--- src/hsl2rgb_pkg.sv ---
`timescale 1ns / 1ps
// shared constants of the hsl to rgb converter: field widths, default precision, latency
// no dependencies

package hsl2rgb_pkg;

  localparam int HUE_W = 16;
  localparam int SAT_W = 17;
  localparam int LIT_W = 17;
  localparam int CH_W  = 8;

  localparam int FRAC_BITS_DEF = 16;

  // register stages from an accepted transaction to its result
  localparam int PIPE_LAT = 7;

endpackage

--- src/hsl2rgb_chan.sv ---
`timescale 1ns / 1ps
// back stages of one color channel: exact scaled sum, round half up to 8 bits
// depends on hsl2rgb_pkg

module hsl2rgb_chan
  import hsl2rgb_pkg::*;
#(
  parameter int FRAC_BITS = FRAC_BITS_DEF
) (
  input  logic                   clk,
  input  logic [2*FRAC_BITS-1:0] prod_i,
  input  logic [FRAC_BITS:0]     lit_i,
  input  logic [FRAC_BITS:0]     kmag_i,
  input  logic                   neg_i,
  output logic [CH_W-1:0]        ch_o
);

  localparam int F   = FRAC_BITS;
  localparam int BW  = F + 10;
  localparam int PW  = 2 * F + 1;
  localparam int PKW = 3 * F + 1;
  localparam int NW  = 3 * F + 10;

  localparam logic [BW-1:0] ONE_B = BW'(1) << F;

  // stage 4: split partial products, lightness base
  logic [PW-1:0] plo_nxt, phi_nxt;
  logic [BW-1:0] lx, base_nxt;
  logic [PW-1:0] plo_r, phi_r;
  logic [BW-1:0] base4_r;
  logic          neg4_r;

  always_comb begin
    plo_nxt  = prod_i[F-1:0] * kmag_i;
    phi_nxt  = prod_i[2*F-1:F] * kmag_i;
    lx       = BW'(lit_i);
    base_nxt = (lx << 9) - (lx << 1) + ONE_B;
  end

  always_ff @(posedge clk) begin
    plo_r   <= plo_nxt;
    phi_r   <= phi_nxt;
    base4_r <= base_nxt;
    neg4_r  <= neg_i;
  end

  // stage 5: recombine partial products
  logic [PKW-1:0] pk_nxt;
  logic [PKW-1:0] pk_r;
  logic [BW-1:0]  base5_r;
  logic           neg5_r;

  always_comb begin
    pk_nxt = {phi_r[PKW-F-1:0], {F{1'b0}}} + PKW'(plo_r);
  end

  always_ff @(posedge clk) begin
    pk_r    <= pk_nxt;
    base5_r <= base4_r;
    neg5_r  <= neg4_r;
  end

  // stage 6: scale by 510
  logic [NW-1:0] pkx, term_nxt;
  logic [NW-1:0] term_r;
  logic [BW-1:0] base6_r;
  logic          neg6_r;

  always_comb begin
    pkx      = NW'(pk_r);
    term_nxt = (pkx << 9) - (pkx << 1);
  end

  always_ff @(posedge clk) begin
    term_r  <= term_nxt;
    base6_r <= base5_r;
    neg6_r  <= neg5_r;
  end

  // stage 7: signed combine, keep bits above the rounding point
  logic [NW-1:0]   bx, num;
  logic [CH_W-1:0] ch_nxt;
  logic [CH_W-1:0] ch_r;

  always_comb begin
    bx     = {base6_r, {(2*F){1'b0}}};
    num    = neg6_r ? bx - term_r : bx + term_r;
    ch_nxt = num[3*F+8:3*F+1];
  end

  always_ff @(posedge clk) begin
    ch_r <= ch_nxt;
  end

  assign ch_o = ch_r;

endmodule

--- config.mk ---
export PLATFORM = sky130hd
export DESIGN_NAME = hsl2rgb_chan
export DESIGN_NICKNAME = d
export VERILOG_FILES = /design/src/hsl2rgb_pkg.sv /design/src/hsl2rgb_chan.sv
export SDC_FILE = /design/constraint.sdc
export NUM_CORES = 2
export LEC_CHECK = 0
export BUFFER_PORTS_ARGS = -buffer_cell sky130_fd_sc_hd__buf_2
export CORE_MARGIN = 3
export CORE_UTILIZATION = 31
export CTS_CLUSTER_DIAMETER = 50
export DETAILED_ROUTE_END_ITERATION = 8
export PLACE_DENSITY = 0.53
export SYNTH_ARGS = -nofsm -noshare
export SYNTH_HDL_FRONTEND = slang
export SYNTH_SLANG_ARGS = --single-unit
--- constraint.sdc ---
create_clock -name clk -period 6.1 [get_ports clk]
set_clock_uncertainty 0.2 [all_clocks]
set_input_delay 0 -clock clk [delete_from_list [all_inputs] [get_ports clk]]
set_output_delay 0 -clock clk [all_outputs]
set_load 0.1 [all_outputs]
==> run metrics <==
number of H-tree levels=2; placed cell area=about 32000 um2; number of top-level design ports=76; met2 wire length=35100 um; nets=4187; average footprint of a synthesized cell=9.04 um2; internal reg-to-reg setup slack=2.75 ns; endpoint of the worst register-to-register path=ch_o[7]; aggregate global routing overflow=0; wire length of the first global-routing pass=123000 um; clock buffers created by TritonCTS=34; violation count after the first detailed-routing iteration=approximately 1.1k; cell area after synthesis=29500 um2; startpoint of the worst register-to-register path=term_r[33]; Hold Fails Final Rpt=0; Hold Path Cell Cnt=2; most common library cell in the layout ignoring fill and taps=inv_1; worst min-delay path category=in2reg; critical path required time=~6.4 ns; hold wc startpoint=lit_i[0]; Most used DFF post-synth=dfxtp_1; die height=roughly 310 um; worst hold endpoint=base4_r[1]; number of enable-type register cells in the synthesized netlist=0; routed length on met3=2660 um; number of register bits inferred by synthesis=around 250; cell count after synthesis=3270; DPL Wire Length=59900 um; placement row count=112; Hold WS=about 0.04 ns; Max FO, Critical Path=17; antenna violations before repair=2; Port-buffer cells=75; share of final-layout standard cells stronger than drive strength 1=6.94%; Clk pin slew, worst setup/hold paths=roughly 0.06 ns; proportion of synthesized chip area in sequential cells=17.2%; highest metal layer with signal wires=met4; total global-route track usage=approximately 16%; RSZ-0062 raised after global routing=false; initial cell density of the core=31.5%; commonest non-fill, non-tap cells in the layout=inv_1 (567), fa_1 (417), nand2_1 (390), ha_1 (339), dfxtp_1 (254); drt total wl=~74000 um; Netlist cell types=92; average via count per standard cell=between 4 and 5; Placeable Area=around 94000 um2; Worst Setup Path Type=in2reg; Placed Cells=4538; Max-Slew Margin vs Limit=49.0%; DRC violation count after routing=0; fraction of synthesis flops using an asynchronous set or reset pin=0%; final cell area excluding filler cells=roughly 33000 um2; Horiz. Die Dim=~310 um; element type at the critical path start=input port; Max Clock Freq=around 170 MHz; via total after detailed routing=between 20k and 25k; fin cells=4642; Clock Root Buffer=clkbuf_16; post-route antenna net violation count=0; Final Wtd Congestion=0.856; Pins Over Slew Limit=0; routed length per placed instance=16.0 um; clk buf depth=3; final clock period utilization by the worst path=between 90% and 100%; length of the first detailed-routing pass in iterations=5; number of clock sinks seen by CTS=approximately 250; TritonCTS clock tree=yes; overall die area=99100 um2; pin count of the biggest net entering global routing=29; Max Cap Violations=0; metal1 wirelength=~35000 um; sum of negative setup slack=0 ns; area added between synthesis and finish=12.6%; Yosys warning count=0; Synth Net Count=4094; critical path capture point type=flop; critical path data arrival time=6.05 ns; run status=complete, no violations; Worst-Skew Late Latency=0.54 ns; Least-Margin Pin Slew=0.766 ns; via count of the first global-routing pass=23.2k; number of cell instances on the worst register-to-register path=11; number of setup violations in the final report=0; shortest clock period the worst path allows after layout=5.79 ns
[synth_stat cells, drive strengths merged, types with 59 or more instances]
cell | instances | area share (%)
a21oi | 146 | 2.5
inv | 567 | 7.2
ha | 339 | 14
and2 | 253 | 5.4
nand2 | 391 | 5.0
dfxtp | 254 | 17
fa | 417 | 28
o21ai | 85 | 1.5
xnor2 | 126 | 3.7
a21o | 59 | 1.5
nor2 | 100 | 1.3
clkbuf | 121 | 1.5
[flip-flops by register name (all words and copies together), names as in the netlist, 8 cells and up]
name / count
term_r: 56
pk_r: 49
phi_r: 33
plo_r: 33
base4_r: 24
base5_r: 24
base6_r: 24
ch_o: 8
[metrics by stage]
step           utilization (%)  setup slack (ns)
6_report                  35.4             0.307
5_1_grt                   35.4          0.000400
4_1_cts                   35.4             0.228
3_5_place_dp              33.7            0.0183
3_3_place_gp              33.7             0.105
2_1_floorplan                -             0.388
[worst max path at each step]
stage / from / to / slack (ns) / cells after the start
after floorplan: prod_i[7] / plo_r[29] / 0.39 / 22
after global placement: kmag_i[12] / phi_r[32] / 0.10 / 22
after detailed placement: kmag_i[6] / plo_r[29] / 0.02 / 21
after CTS: prod_i[1] / plo_r[32] / 0.23 / 20
after global routing: prod_i[1] / plo_r[29] / 0.0004 / 21
final: prod_i[1] / plo_r[29] / 0.31 / 21
[cell type report]
class	instances	area, um2
fillers	9764	60600
flip-flops and latches	254	5080
inverters	567	2130
diodes	1	2.50
repair buffers	181	1410
multi-input cells	2325	21900
clock inverters	22	310
well taps	1254	1570
clock buffers	38	896
[metal layers]
layer | up-vias | track usage (%)
met4 | 0 | 4.42
met3 | 121 | 1.71
li1 | 10600 | -
met1 | 10500 | 20.8
met2 | 424 | 26.4
met5 | - | 0
[cell families (layout without fill, tap and decap cells)]
group	after synthesis	in the layout	synth area share [%]
and+or+nand+nor	941	941	15.8
adders and majority gates	756	756	42.6
buffers and inverters	691	808	8.79
AOI/OAI and AO/OA	454	454	10.4
DFF	254	254	17.2
xor gates and xnor gates	170	170	5.04
muxes	4	4	0.136
other	0	1	0
[critical path, stage by stage]
cell and delay, ns:
dlygate4sd3_1 0.54, buf_4 0.21, and2_1 0.20, fa_1 0.54, inv_1 0.06, fa_1 0.55
fa_1 0.45, fa_1 0.58, fa_1 0.44, fa_1 0.50, inv_1 0.05, ha_1 0.20
nor3_1 0.22, o211ai_1 0.14, a41oi_1 0.23, o21ai_1 0.14, a21oi_2 0.21, o21ai_1 0.12
a221o_1 0.36, a21oi_1 0.17, xnor2_1 0.13
[repair_timing]
action / CTS / global route
gates resized for setup: 0 / 3
buffers inserted: 0 / 1
hold buffers: 42 / 0
setup endpoints to repair: 0 / 7
hold endpoints to repair: 29 / 0
Power is not shown: default switching activity piles up to over one toggle a cycle in this logic, so the estimate is an artifact.
