## src/hsl2rgb_pkg.sv

```systemverilog
`timescale 1ns / 1ps
// shared constants of the hsl to rgb converter: field widths, default precision, latency
// no dependencies

package hsl2rgb_pkg;

  localparam int HUE_W = 16;
  localparam int SAT_W = 17;
  localparam int LIT_W = 17;
  localparam int CH_W  = 8;

  localparam int FRAC_BITS_DEF = 16;

  // register stages from an accepted transaction to its result
  localparam int PIPE_LAT = 7;

endpackage

```

## src/hsl2rgb_prep.sv

```systemverilog
`timescale 1ns / 1ps
// front stages: clamp, saturation times chroma term, per-channel hue ramp position, ramp factor magnitude and sign
// depends on hsl2rgb_pkg

module hsl2rgb_prep
  import hsl2rgb_pkg::*;
#(
  parameter int FRAC_BITS = FRAC_BITS_DEF
) (
  input  logic                   clk,
  input  logic [HUE_W-1:0]       in_hue,
  input  logic [SAT_W-1:0]       in_saturation,
  input  logic [LIT_W-1:0]       in_lightness,
  output logic [2*FRAC_BITS-1:0] prod_o,
  output logic [FRAC_BITS:0]     lit_o,
  output logic [2:0][FRAC_BITS:0] kmag_o,
  output logic [2:0]             neg_o
);

  localparam int F   = FRAC_BITS;
  localparam int SXW = SAT_W + F;
  localparam int LXW = LIT_W + F;
  localparam int HXW = HUE_W + F;

  localparam logic [SXW-1:0] ONE_S  = SXW'(1) << F;
  localparam logic [LXW-1:0] ONE_L  = LXW'(1) << F;
  localparam logic [F:0]     ONE_F  = (F+1)'(1) << F;
  localparam logic [F+2:0]   ONE_3  = (F+3)'(1) << F;
  localparam logic [F+2:0]   THREE3 = (F+3)'(3) << F;
  localparam logic [F+3:0]   ONE_4  = (F+4)'(1) << F;
  localparam logic [F+3:0]   THREE4 = (F+4)'(3) << F;
  localparam logic [F+3:0]   TWO4   = (F+4)'(2) << F;
  localparam logic [F+3:0]   SEVEN4 = (F+4)'(7) << F;

  // stage 1
  logic [SXW-1:0] sat_x;
  logic [LXW-1:0] lit_x;
  logic [HXW-1:0] hue_x;
  logic [F-1:0]   h_c;
  logic [F:0]     sat_nxt, lit_nxt, lit_inv;
  logic [F-1:0]   mid_nxt;
  logic [F+1:0]   t3g_nxt;
  logic [F:0]     sat_r, lit_r;
  logic [F-1:0]   mid_r;
  logic [F+1:0]   t3g_r;

  always_comb begin
    sat_x   = {{F{1'b0}}, in_saturation};
    lit_x   = {{F{1'b0}}, in_lightness};
    hue_x   = {{F{1'b0}}, in_hue};
    h_c     = hue_x[F-1:0];
    sat_nxt = (sat_x > ONE_S) ? ONE_F : sat_x[F:0];
    lit_nxt = (lit_x > ONE_L) ? ONE_F : lit_x[F:0];
    lit_inv = ONE_F - lit_nxt;
    mid_nxt = (lit_nxt[F] || lit_nxt[F-1]) ? lit_inv[F-1:0] : lit_nxt[F-1:0];
    t3g_nxt = {2'b00, h_c} + {1'b0, h_c, 1'b0};
  end

  always_ff @(posedge clk) begin
    sat_r <= sat_nxt;
    lit_r <= lit_nxt;
    mid_r <= mid_nxt;
    t3g_r <= t3g_nxt;
  end

  // stage 2
  logic [2*F:0]         prod_full;
  logic [F+2:0]         tr_sum, tb_sum, tr_mod, tb_mod;
  logic [2:0][F+1:0]    t3_nxt;
  logic [2*F-1:0]       prod2_r;
  logic [F:0]           lit2_r;
  logic [2:0][F+1:0]    t3_r;

  always_comb begin
    prod_full = sat_r * mid_r;
    tr_sum    = {1'b0, t3g_r} + ONE_3;
    tb_sum    = {1'b0, t3g_r} + (ONE_3 << 1);
    tr_mod    = (tr_sum >= THREE3) ? tr_sum - THREE3 : tr_sum;
    tb_mod    = (tb_sum >= THREE3) ? tb_sum - THREE3 : tb_sum;
    t3_nxt[0] = tr_mod[F+1:0];
    t3_nxt[1] = t3g_r;
    t3_nxt[2] = tb_mod[F+1:0];
  end

  always_ff @(posedge clk) begin
    prod2_r <= prod_full[2*F-1:0];
    lit2_r  <= lit_r;
    t3_r    <= t3_nxt;
  end

  // stage 3: piecewise ramp factor, magnitude and sign
  logic [2:0][F:0] kmag_nxt;
  logic [2:0]      neg_nxt;
  logic [2*F-1:0]  prod3_r;
  logic [F:0]      lit3_r;
  logic [2:0][F:0] kmag_r;
  logic [2:0]      neg_r;

  always_comb begin
    logic [F+3:0] tx, ax, km;
    for (int i = 0; i < 3; i++) begin
      tx = {2'b00, t3_r[i]};
      ax = tx << 2;
      if ((tx << 1) < ONE_4) begin
        neg_nxt[i] = (ax < ONE_4);
        km         = neg_nxt[i] ? ONE_4 - ax : ax - ONE_4;
      end else if ((tx << 1) < THREE4) begin
        neg_nxt[i] = 1'b0;
        km         = ONE_4;
      end else if (tx < TWO4) begin
        neg_nxt[i] = (ax > SEVEN4);
        km         = neg_nxt[i] ? ax - SEVEN4 : SEVEN4 - ax;
      end else begin
        neg_nxt[i] = 1'b1;
        km         = ONE_4;
      end
      kmag_nxt[i] = km[F:0];
    end
  end

  always_ff @(posedge clk) begin
    prod3_r <= prod2_r;
    lit3_r  <= lit2_r;
    kmag_r  <= kmag_nxt;
    neg_r   <= neg_nxt;
  end

  assign prod_o = prod3_r;
  assign lit_o  = lit3_r;
  assign kmag_o = kmag_r;
  assign neg_o  = neg_r;

endmodule

```

## config.mk

```make
export PLATFORM = sky130hd
export DESIGN_NAME = hsl2rgb_prep
export DESIGN_NICKNAME = d
export VERILOG_FILES = /design/src/hsl2rgb_pkg.sv /design/src/hsl2rgb_prep.sv
export SDC_FILE = /design/constraint.sdc
export NUM_CORES = 1
export LEC_CHECK = 0
export ABC_AREA = 1
export ABC_CLOCK_PERIOD_IN_PS = 5600
export BUFFER_PORTS_ARGS = -buffer_cell sky130_fd_sc_hd__buf_2
export CORE_ASPECT_RATIO = 0.75
export CORE_UTILIZATION = 50
export DETAILED_ROUTE_END_ITERATION = 7
export GPL_TIMING_DRIVEN = 0
export PLACE_DENSITY = 0.82
export SYNTH_ARGS = -nofsm -noshare
export SYNTH_HDL_FRONTEND = slang
export SYNTH_SLANG_ARGS = --single-unit
export TNS_END_PERCENT = 20
```

## constraint.sdc

```tcl
create_clock -name clk -period 5.6 [get_ports clk]
set_clock_uncertainty 0.15 [all_clocks]
set_input_delay 1.12 -clock clk [delete_from_list [all_inputs] [get_ports clk]]
set_output_delay 1.12 -clock clk [all_outputs]
set_load 0.02 [all_outputs]
```

==> qor.yml <==
die_y_microns: 164
crit_arrival_ps: 5740
dpl.hpwl_microns: 36900
syn-cell-area_sq_um: 17400
grt_usage_pct: 26.7
cpMostUsedCell: "fa_1"
crit_slowest_cell: "fa_1"
synth_edf_count: 0
clock_latency_ps: 540
cpPeakStageDelay_ps: 540
fin_crit_ps: 5470
cts_made_buffers: 23
synth_ff_type: "dfxtp_1"
cts.sinks: 234
cts_root_buffer: "clkbuf_16"
htree_levels: 1
yosysUniqueCellTypes: 52
avgSynthCellArea_sq_um: 8.26
fin_nets: 2679
worst_setup_path_start_kind: "register"
path_max_fanout: 4
setup_viol: 0
worstPathRequired_ps: 5870
async_flop_share_pct: 0
numPortBuffers: 147
drv_cap: 0
core_area_sq_um: 33900
seq_area_frac_synth_pct: 26.9
syn_inst: 2107
antenna_found_initial: 1
maxSlewViolCount: 0
drc: 0
area_growth_pct: 18.0
layout-drive-gt1-share_pct: 18.7
first_pass_iters: 5
start_util_pct: 51.4
drt_iter0_markers: 1333
ys_warn_count: 0
routed_wl_microns: 47500
fin_crit_sh_pct: 97.7
status: "complete, no violations"
rsz0062_at_grt: "yes"
dieWidth_microns: 217
pwr_density_cell_nw_per_um2: 570
tritoncts: "done"
vias: 14283
yosys.area.top_type_share_pct: 26.9
end_kind: "register"
hold_class: "reg -> reg"
io_pins: 154
rows: 58
fin_ws_ps: 129
critical_path_class: "reg -> reg"
timing.final.hold_violations: 0
grt_pass1_wl_microns: 73800
cts-hold-fix-buffers: 0
cts.clk_slew.worst_paths_ps: 70
clockBufferDepth: 3
yosysTopAreaCell: "dfxtp_1"
ant_nets: 0
wl_per_cell_microns: 17.2
dp_slack_ps: -946
max_slew_margin_pct: 28.9
gp_congestion: 1.01
dieArea_sq_um: 35600
synth_area_leaders: "dfxtp_1, fa_1, inv_1, nand2_1, ha_1"
leakage_uw: 0.0112
fin_hold_ws_ps: 172
worst_slew_pin_slew_ps: 1060
grt_start_max_net_pins: 17
max_clock_freq_ghz: 0.183
overflow: 0
vdd_drop_max_uv: 643
crit_chain: "buf_4, nand2_1, inv_1, fa_1, inv_1, fa_1, fa_1, inv_1, fa_1, fa_1, inv_1, fa_1, inv_1, ha_4, a21o_1, a21oi_4, nand2_1, nand2_1, nand3_4, buf_4, xor2_1"
ys_seq_elements: 234
viasPerCell: 5.17
p_total_uw: 11700
grt_pass1_vias: 14080
-- placed cells by master, fill, tap and decap left out, types with 8 or more instances in the layout --
| master | netlist | routed |
|---|---|---|
| a21oi_1 | 64 | 57 |
| a21oi_2 | 5 | 11 |
| buf_2 | 3 | 149 |
| buf_4 | 8 | 49 |
| buf_6 | 6 | 10 |
| buf_8 | 2 | 13 |
| clkbuf_1 | 73 | 15 |
| clkbuf_16 | 0 | 25 |
| clkbuf_8 | 0 | 18 |
| dfxtp_1 | 234 | 204 |
| dfxtp_4 | 0 | 30 |
| fa_1 | 208 | 207 |
| ha_1 | 123 | 107 |
| ha_4 | 0 | 12 |
| inv_1 | 493 | 489 |
| inv_2 | 6 | 10 |
| nand2_1 | 465 | 451 |
| nand2_2 | 10 | 22 |
| nand2_4 | 6 | 8 |
| nand3_1 | 36 | 34 |
| nand4_1 | 9 | 9 |
| nor2_1 | 104 | 100 |
| nor2_2 | 7 | 8 |
| nor4_1 | 9 | 8 |
| o211ai_1 | 8 | 8 |
| o21ai_0 | 63 | 56 |
| o21ai_1 | 21 | 27 |
| xnor2_1 | 14 | 14 |
| xor2_1 | 45 | 45 |
-- where the power goes --
group          switching, uW  total, uW  internal (uW)
Sequential               190       2330           2140
Combinational           4740       7820           3080
Clock                    670       1550            885
-- layout make-up --
class	count	area [sq um]
Clock buffer	29	618
Fill cell	2817	13300
Sequential cell	234	4800
Tap cell	450	563
Antenna cell	1	2.50
Clock inverter	13	141
Timing Repair Buffer	191	1090
Inverter	499	1870
Multi-Input combinational cell	1284	10800
Buffer	64	702
-- synthesized netlist by cell type (3+ instances only) --
cell      instances
o21bai_1          5
clkbuf_1         73
fa_1            208
o21ai_1          21
nand3_2           3
nor2_2            7
a31oi_1          10
o31ai_1           6
a21o_1            7
buf_2             3
nor2_1          104
nand2_4           6
a21oi_2           5
nor3_1            9
xnor2_1          14
o211ai_1          8
o21ai_0          63
buf_6             6
nand3_1          36
o221ai_2          3
a21oi_1          64
nor2_4            4
buf_4             8
inv_1           493
nand2_1         465
dfxtp_1         234
nor4_1            9
o22ai_1           3
o211ai_2          4
inv_2             6
nand2_2          10
o21ai_2           6
o41ai_1           4
ha_1            123
xor2_1           45
nand4_1           9
-- metrics by stage --
stage          TNS (ps)  instance area, sq um  std cells  util, %
2_1_floorplan         0                 17400       2112        -
3_3_place_gp     -13010                 18700       2709     55.3
3_5_place_dp     -13830                 18700       2709     55.3
4_1_cts           -19.9                 20000       2727     58.9
5_1_grt            -256                 20600       2765     60.6
6_report              0                 20600       2765     60.6
-- repair_timing --
| action | 4_1_cts | 5_1_grt |
|---|---|---|
| endpoints found under the setup margin | 23 | 17 |
| resized for setup | 167 | 92 |
| pin swaps | 7 | 42 |
| setup buffers | 7 | 37 |
-- metal layers --
layer,share of wire [%],global-route usage (%),vias up,wire length (microns)
met5,0,0,-,0
met4,2.9,7.68,0,1370
met3,11,6.54,126,5050
met2,43,40.5,730,20700
met1,43,37.6,6777,20400
li1,-,-,6650,-
-- final timing paths --
check / from / endpoint / slack (ps) / depth (start not counted)
setup / recovery: sat_r[6]$_SDFF_PN0_ / prod2_r[21]$_DFF_P_ / 130 / 21
hold / removal: lit2_r[16]$_DFF_P_ / lit_o[16]$_DFF_P_ / 170 / 0
setup reg to reg: sat_r[6]$_SDFF_PN0_ / prod2_r[21]$_DFF_P_ / 130 / 21
hold reg to reg: lit2_r[16]$_DFF_P_ / lit_o[16]$_DFF_P_ / 170 / 0
-- critical path, delay by kind of cell (launching register included) --
family                     cells  cell delay [ps]
DFF                            1              370
AOI/OAI and AO/OA              2              400
buffers and inverters          7              600
adders and majority gates      7             3310
xor gates and xnor gates       1              130
and+or+nand+nor                4              360
-- sequential cells by signal (all words and copies together), names as in the netlist --
register	cells
kmag_o	45
prod2_r	32
prod_o	32
t3_r	21
t3g_r	18
lit2_r	17
lit_o	17
sat_r	17
lit_r	16
mid_r	16
neg_o	3
-- logic make-up (layout without fill, tap and decap cells) --
kind of cell,after synthesis,after routing,share of synthesized area (%)
AND/OR/NAND/NOR,668,668,16.0
other,1,7,0.0215
XOR/XNOR,61,61,3.15
AO/OA/AOI/OAI,218,218,7.74
buffers and inverters,594,796,13.4
flip-flops,234,234,26.9
adder cells (fa/ha/maj),331,331,32.8
(Power assumes the default switching activity.)
